$ cat src/design/taylor_sine_unit_macros.svh
// ----------------------------------------------------------------------------
// Taylor sine unit assertion macros
// Shared concurrent assertion forms used by the controller and datapath.
// ----------------------------------------------------------------------------
`ifndef TAYLOR_SINE_UNIT_MACROS_SVH
`define TAYLOR_SINE_UNIT_MACROS_SVH

// Same-cycle implication, switched off while reset is high.
`define TSU_ASSERT_IMP(name, clk, rst, ante, cons) \
   name: assert property (@(posedge clk) disable iff (rst) (ante) |-> (cons)) \
      else $error("taylor_sine_unit: same-cycle check failed");

// Next-cycle implication, switched off while reset is high.
`define TSU_ASSERT_NEXT(name, clk, rst, ante, cons) \
   name: assert property (@(posedge clk) disable iff (rst) (ante) |=> (cons)) \
      else $error("taylor_sine_unit: next-cycle check failed");

`endif

$ cat src/design/tsu_pkg.sv
// ----------------------------------------------------------------------------
// Taylor sine unit package
// Constants, operand-select codes and the controller/datapath command and
// status structures.
// ----------------------------------------------------------------------------
package tsu_pkg;

   // Default values of the top-level parameters.
   localparam int DEF_MAX_TERMS      = 20;
   localparam int DEF_TERM_FRAC_BITS = 40;

   // Range reduction modulus, 6.2831852 in Q8.24.
   localparam logic [31:0] MOD_Q24   = 32'd105414355;
   localparam int          RED_STEPS = 5;
   localparam int          RED_CNT_W = 3;

   // Threshold register: reset value and the fraction bits it is given in.
   localparam int          THR_W        = 20;
   localparam logic [19:0] THR_RESET    = 20'd10995;
   localparam int          THR_REF_BITS = 40;

   // Fixed-point formats of the channels.
   localparam int ANGLE_FRAC = 24;
   localparam int SINE_FRAC  = 30;
   localparam int N_W        = 6;

   // Reciprocal table of the series denominators (2n)(2n+1).
   localparam int TAB_DEPTH = 32;
   localparam int TAB_IDX_W = 5;
   localparam int DIV_W     = 12;

   // Multiplier operand selection.
   localparam logic [1:0] MUL_SQ   = 2'd0;
   localparam logic [1:0] MUL_REC  = 2'd1;
   localparam logic [1:0] MUL_TERM = 2'd2;

   typedef struct packed {
      logic                 load_angle;
      logic                 red_step;
      logic [RED_CNT_W-1:0] red_shift;
      logic                 init_series;
      logic [1:0]           mul_sel;
      logic                 x2_load;
      logic                 qd_load;
      logic                 c_load;
      logic                 term_load;
      logic                 hit_set;
      logic                 round_load;
      logic                 out_load;
   } cmd_type;

   typedef struct packed {
      logic n_at_max;
      logic term_small;
   } status_type;

endpackage

$ cat src/design/tsu_ctrl.sv
// ----------------------------------------------------------------------------
// Taylor sine unit controller
// State machine that sequences reduction, squaring, the per-term division and
// multiplication, rounding and the hand-over to the result register.
// ----------------------------------------------------------------------------
`include "taylor_sine_unit_macros.svh"

module tsu_ctrl (
   input  logic                clock,
   input  logic                reset,
   input  logic                req_valid,
   output logic                req_ready,
   output logic                rsp_valid,
   input  logic                rsp_ready,
   output tsu_pkg::cmd_type    cmd,
   input  tsu_pkg::status_type status
);
   import tsu_pkg::*;

   localparam logic [3:0] ST_IDLE     = 4'd0;
   localparam logic [3:0] ST_RED      = 4'd1;
   localparam logic [3:0] ST_SQ_MUL   = 4'd2;
   localparam logic [3:0] ST_SQ_WAIT  = 4'd3;
   localparam logic [3:0] ST_SQ_DONE  = 4'd4;
   localparam logic [3:0] ST_TEST     = 4'd5;
   localparam logic [3:0] ST_REC_WAIT = 4'd6;
   localparam logic [3:0] ST_QD       = 4'd7;
   localparam logic [3:0] ST_CORR     = 4'd8;
   localparam logic [3:0] ST_T_MUL    = 4'd9;
   localparam logic [3:0] ST_T_WAIT   = 4'd10;
   localparam logic [3:0] ST_T_UPD    = 4'd11;
   localparam logic [3:0] ST_RND      = 4'd12;
   localparam logic [3:0] ST_OUT      = 4'd13;

   localparam logic [RED_CNT_W-1:0] RED_FIRST = RED_CNT_W'(RED_STEPS - 1);

   logic [3:0]           state_ff, state_in;
   logic [RED_CNT_W-1:0] red_cnt_ff, red_cnt_in;
   logic                 valid_ff, valid_in;
   logic                 accept;
   logic                 out_free;

   assign req_ready = (state_ff == ST_IDLE);
   assign accept    = req_valid && req_ready;
   assign out_free  = !valid_ff || rsp_ready;
   assign rsp_valid = valid_ff;

   // Command decode and next state.
   always_comb begin
      state_in   = state_ff;
      red_cnt_in = red_cnt_ff;
      cmd        = '0;
      cmd.red_shift = red_cnt_ff;
      cmd.mul_sel   = MUL_SQ;

      case (state_ff)
         ST_IDLE: begin
            if (accept) begin
               cmd.load_angle = 1'b1;
               red_cnt_in     = RED_FIRST;
               state_in       = ST_RED;
            end
         end
         ST_RED: begin
            cmd.red_step = 1'b1;
            red_cnt_in   = red_cnt_ff - RED_CNT_W'(1);
            if (red_cnt_ff == '0) begin
               state_in = ST_SQ_MUL;
            end
         end
         ST_SQ_MUL: begin
            cmd.mul_sel     = MUL_SQ;
            cmd.init_series = 1'b1;
            state_in        = ST_SQ_WAIT;
         end
         ST_SQ_WAIT: begin
            state_in = ST_SQ_DONE;
         end
         ST_SQ_DONE: begin
            cmd.x2_load = 1'b1;
            state_in    = ST_TEST;
         end
         ST_TEST: begin
            cmd.mul_sel = MUL_REC;
            if (status.n_at_max) begin
               cmd.hit_set = 1'b1;
               state_in    = ST_RND;
            end else begin
               state_in = ST_REC_WAIT;
            end
         end
         ST_REC_WAIT: begin
            state_in = ST_QD;
         end
         ST_QD: begin
            cmd.qd_load = 1'b1;
            state_in    = ST_CORR;
         end
         ST_CORR: begin
            cmd.c_load = 1'b1;
            state_in   = ST_T_MUL;
         end
         ST_T_MUL: begin
            cmd.mul_sel = MUL_TERM;
            state_in    = ST_T_WAIT;
         end
         ST_T_WAIT: begin
            state_in = ST_T_UPD;
         end
         ST_T_UPD: begin
            cmd.term_load = 1'b1;
            state_in      = status.term_small ? ST_RND : ST_TEST;
         end
         ST_RND: begin
            cmd.round_load = 1'b1;
            state_in       = ST_OUT;
         end
         ST_OUT: begin
            if (out_free) begin
               cmd.out_load = 1'b1;
               state_in     = ST_IDLE;
            end
         end
         default: begin
            state_in = ST_IDLE;
         end
      endcase
   end

   // Result valid: set on a load, cleared when the item is taken.
   always_comb begin
      valid_in = valid_ff;
      if (cmd.out_load) begin
         valid_in = 1'b1;
      end else if (rsp_ready) begin
         valid_in = 1'b0;
      end
   end

   always_ff @(posedge clock) begin
      if (reset) begin
         state_ff   <= ST_IDLE;
         red_cnt_ff <= '0;
         valid_ff   <= 1'b0;
      end else begin
         state_ff   <= state_in;
         red_cnt_ff <= red_cnt_in;
         valid_ff   <= valid_in;
      end
   end

   // A waiting result is never overwritten.
   `TSU_ASSERT_IMP(a_no_overwrite, clock, reset, cmd.out_load, !valid_ff || rsp_ready)
   // An accepted angle starts the reduction at its widest shift.
   `TSU_ASSERT_NEXT(a_accept_starts_red, clock, reset, accept,
                    state_ff == ST_RED && red_cnt_ff == RED_FIRST)

endmodule

$ cat config.mk
export PLATFORM = sky130hd
export DESIGN_NAME = tsu_ctrl
export DESIGN_NICKNAME = d
export VERILOG_FILES = /design/src/design/tsu_pkg.sv /design/src/design/tsu_ctrl.sv
export VERILOG_INCLUDE_DIRS = /design/src /design/src/design
export SDC_FILE = /design/constraint.sdc
export NUM_CORES = 1
export LEC_CHECK = 0
export ABC_AREA = 1
export ABC_CLOCK_PERIOD_IN_PS = 2000
export BUFFER_PORTS_ARGS = -buffer_cell sky130_fd_sc_hd__buf_2
export CORE_AREA = 2 2 39 41
export CTS_CLUSTER_DIAMETER = 40
export CTS_CLUSTER_SIZE = 30
export DETAILED_ROUTE_END_ITERATION = 16
export DIE_AREA = 0 0 41 43
export GPL_TIMING_DRIVEN = 1
export PLACE_DENSITY = 0.74
export SETUP_SLACK_MARGIN = 0.3
export SYNTH_ARGS = -nofsm -noshare
export SYNTH_HDL_FRONTEND = slang
export SYNTH_SLANG_ARGS = --single-unit
export TNS_END_PERCENT = 1
$ cat constraint.sdc
create_clock -name clock -period 2 [get_ports clock]
set_input_delay 0.1 -clock clock [delete_from_list [all_inputs] [get_ports clock]]
set_output_delay 0.1 -clock clock [all_outputs]
set_load 0.05 [all_outputs]
# Word level (Yosys, flattened, before mapping)
# Cells that the tools add are included.
dict set report totals {
  output_inout_bits 17
  wordCells 53
  reg_bits 8
  input_bits 6
}
dict set report op_classes {
  eq_ne 16
  n_reduce_logical 9
  muxes 24
  n_addsub 1
}
# cell count
set op_table {}
lappend op_table {{$pmux W4 S14} 1}
lappend op_table {{$eq A4 B4 Y1 const B} 6}
lappend op_table {{$mux W4} 5}
lappend op_table {{$eq A4 B3 Y1 const B} 4}
lappend op_table {{$mux W1} 15}
lappend op_table {{$eq A4 B2 Y1 const B} 2}
lappend op_table {{$pmux W3 S2} 1}
lappend op_table {{$eq A4 B1 Y1 const B} 1}
lappend op_table {{$logic_not A4 Y1} 1}
lappend op_table {{$ne A2 B2 Y1 const B} 2}
lappend op_table {{$pmux W2 S2} 1}
lappend op_table {{$reduce_bool A2 Y1} 2}
lappend op_table {{$logic_not A3 Y1} 1}
lappend op_table {{$mux W3} 1}
lappend op_table {{$reduce_and A3 Y1} 1}
lappend op_table {{$sub A3 B1 Y3 const B} 1}
lappend op_table {{$ne A2 B1 Y1 const B} 1}
lappend op_table {{$reduce_and A2 Y1} 1}
lappend op_table {{$logic_and A1 B1 Y1} 1}
lappend op_table {{$logic_not A1 Y1} 1}
lappend op_table {{$logic_or A1 B1 Y1} 1}

# Logic depth before layout (Yosys ltp)
dict set report depth {
  depth_word 5
  depth_mapped 9
  mapped_depth_nobuf 9
}

# Worst setup path before layout
# OpenSTA, ideal clock, no wires.
dict set report synth_path {
  path_kind {register -> output}
  from {register state_ff[1]}
  to {output port cmd[2] (netlist bit)}
  path_slack_ns 0.196
  t_required_ns 1.900
  arrival_time_ns 1.704
  path_stages_with_launch 6
  path_buffers 0
  path_cell_list {dfxtp_1 > inv_1 > nand2_1 > nor2_1 > nand2_1 > inv_1}
}
# item line_no
set synth_rtl {}
lappend synth_rtl {{start: declaration} tsu_ctrl.sv:37} ;# logic [3:0] state_ff, state_in;
lappend synth_rtl {{start signal: assignment} tsu_ctrl.sv:146} ;# state_ff <= state_in;
lappend synth_rtl {{end: declaration} tsu_ctrl.sv:15} ;# output tsu_pkg::cmd_type cmd,

==> flow_summary.yaml <==
run_status:
  status: "completed"
synth:
  synth_edf_count: 0
  synth_top_cell_by_area: "dfxtp_1"
  synth_area_um2: 548
  synth_top_cells_by_count: "18 x inv_1, 18 x nand2_1, 15 x nor2_1"
  yosys_most_used_dff: "dfxtp_1"
  ys_async_sr_fraction: 0
  yosys.area.top_type_share: 0.292
  synth_nets: 100
  ys_warn_count: 0
  ys_seq_elements: 8
  ys_types: 18
  netlist_instances: 92
  yosysSeqAreaShare: 0.292
  synth.area.top_cells: "dfxtp_1 29%, inv_1 12%, nand2_1 12%, nor2_1 10%, a21oi_1 5.5%"
  syn_avg_cell_area_um2: 5.96
timing:
  worst_slack_ns: 0.509
  final.min_clock_period_ns: 1.49
  fin_skew_ns: 0.00204
  slew_headroom: 0.791
  final_max_slew_viol_count: 0
  hold_viol_final: 0
  worst_slew_pin_slew_ns: 0.313
  max_freq_mhz: 671
  rsz0062_at_grt: "no"
  finalCritPeriodShare: 0.745
  setup_viol: 0
  setup_tns_ns: 0
global_route:
  grt_antenna_before_repair: 0
  grt_pass1_wl_um: 2020
  overflow: 0
  grt_max_degree: 8
  grt_pass1_vias: 537
  gr-usage-all-layers: 0.162
setup_path:
  cp-end-kind: "output pin"
  required_ns: 1.90
  crit_slowest_cell: "dfxtp_1"
  crit_arrival_ns: 1.39
  startpoint_type: "register"
  crit_path_max_fanout: 5
  path_cells: "nor2_1 -> nand2_1 -> inv_2 -> buf_2"
  crit_type: "reg2out"
  reg2reg_setup_slack_ns: 0.71
  cp_num_buf_inv: 2
  critical_path.top_delay_family: "simple AND/OR/NAND/NOR gates"
  slowest_delay_ns: 0.34
  crit_cells: 4
  reg2reg_depth: 9
clock_network:
  clk_pin_slew_ns: 0.05
  postCtsHoldBufs: 0
  cts-buffers-inserted: 3
  cts_buffer_depth: 2
  post_cts_resized: 0
  root_buffer: "clkbuf_4"
  clk_latency_ns: 0.25
  clock_sinks: 8
  cts_setup_buffers: 0
  cts_tree: "yes"
  ctsHtreeMaxLevel: 1
finish:
  instances_no_fill: 132
  multi_input_area_um2: 300
  area_growth_pct: 26.9
  nFillCells: 159
  diodes: 0
  layout.area.seq_um2: 160
  nNetsFinal: 126
  layout-drive-gt1-share: 0.319
pwr:
  ir_worst_vdd_mv: 0.866
  p_leak_uw: 0.000408
  powerDensity_nw_per_um2: 1440
floorplan:
  row_count: 14
  dieWidth_um: 41
  die-area_um2: 1760
  pin_count: 23
  start_util: 0.396
  fp.dieH_um: 43
  coreArea_um2: 1380
detailed_routing:
  ant_nets: 0
  vias: 634
  via_per_inst: 4.80
  drc: 0
  wl_per_cell_um: 9.19
  wl_um: 1210
  drtIter0Drc: 5
  drt-pass1-iter-count: 4
job:
  drv_cap: 0
placed_design:
  post-place-cells: 129
  port_buffers: 22
  hpwlAfterDp_um: 1020
  gp_congestion: 0.820
  place_ws_ns: 0.700
min_path:
  min_path_type: "in2reg"
  worstHoldPathCells: 2
-- where the power goes --
part           internal (µW)  leakage, µW  switching [µW]  total, µW
clock network           68.4    0.0000138            50.4        119
logic                    167     0.000329             465        632
registers                205    0.0000655            46.9        252
-- flip-flops by register name (all words and copies together), names as in the netlist --
signal,flops
rsp_valid,1
red_cnt_ff,3
state_ff,4
-- cells in the final DEF, fill, tap and decap left out --
cell,instances
a21oi_1,6
a31oi_1,1
buf_2,22
clkbuf_4,3
dfxtp_1,8
ha_1,2
inv_1,18
inv_2,4
nand2_1,18
nand2_2,2
nand3_1,5
nand4_1,1
nor2_1,14
nor2_2,5
o21a_1,1
o21ai_0,2
o21ai_1,2
o21ai_2,1
o31ai_1,1
-- cell type report --
class	instances	area share
multi-input cells	61	0.432
flip-flops and latches	8	0.230
repair buffers	22	0.158
inverters	22	0.119
clock buffers	3	0.0324
well taps	16	0.0288
-- logic make-up after synthesis --
| logic type | synth area share |
|---|---|
| DFF | 0.292 |
| buffers and inverters | 0.164 |
| adders and majority gates | 0.0457 |
| and+or+nand+nor | 0.352 |
| AOI/OAI and AO/OA | 0.146 |
-- per-layer routing --
layer | track usage | part of all wire | vias up
li1 | - | - | 331
met1 | 0.194 | 0.46 | 280
met2 | 0.269 | 0.47 | 23
met3 | 0.0314 | 0.073 | 0
met4 | 0.0600 | 0 | 0
met5 | 0 | 0 | -
-- through the flow --
| stage | hold WS [ns] | utilization | area [µm²] | total power (µW) |
|---|---|---|---|---|
| 6_report | 0.0513 | 0.503 | 696 | 1000 |
| 5_1_grt | 0.0363 | 0.503 | 696 | 1110 |
| 4_1_cts | 0.0450 | 0.503 | 696 | 1010 |
| 3_5_place_dp | 0.309 | 0.486 | 673 | 890 |
| 3_3_place_gp | 0.309 | 0.486 | 673 | 888 |
| 2_1_floorplan | 0.169 | - | 551 | 766 |
-- final timing paths --
kind | start | to
max | state_ff[3]$_SDFFE_PP0P_ | cmd[13]
min | reset | state_ff[0]$_SDFFE_PP0P_
max reg2reg | red_cnt_ff[0]$_SDFFE_PP0P_ | state_ff[0]$_SDFFE_PP0P_
min reg2reg | red_cnt_ff[0]$_SDFFE_PP0P_ | red_cnt_ff[0]$_SDFFE_PP0P_
No activity file was read; power rests on OpenSTA's default activity.
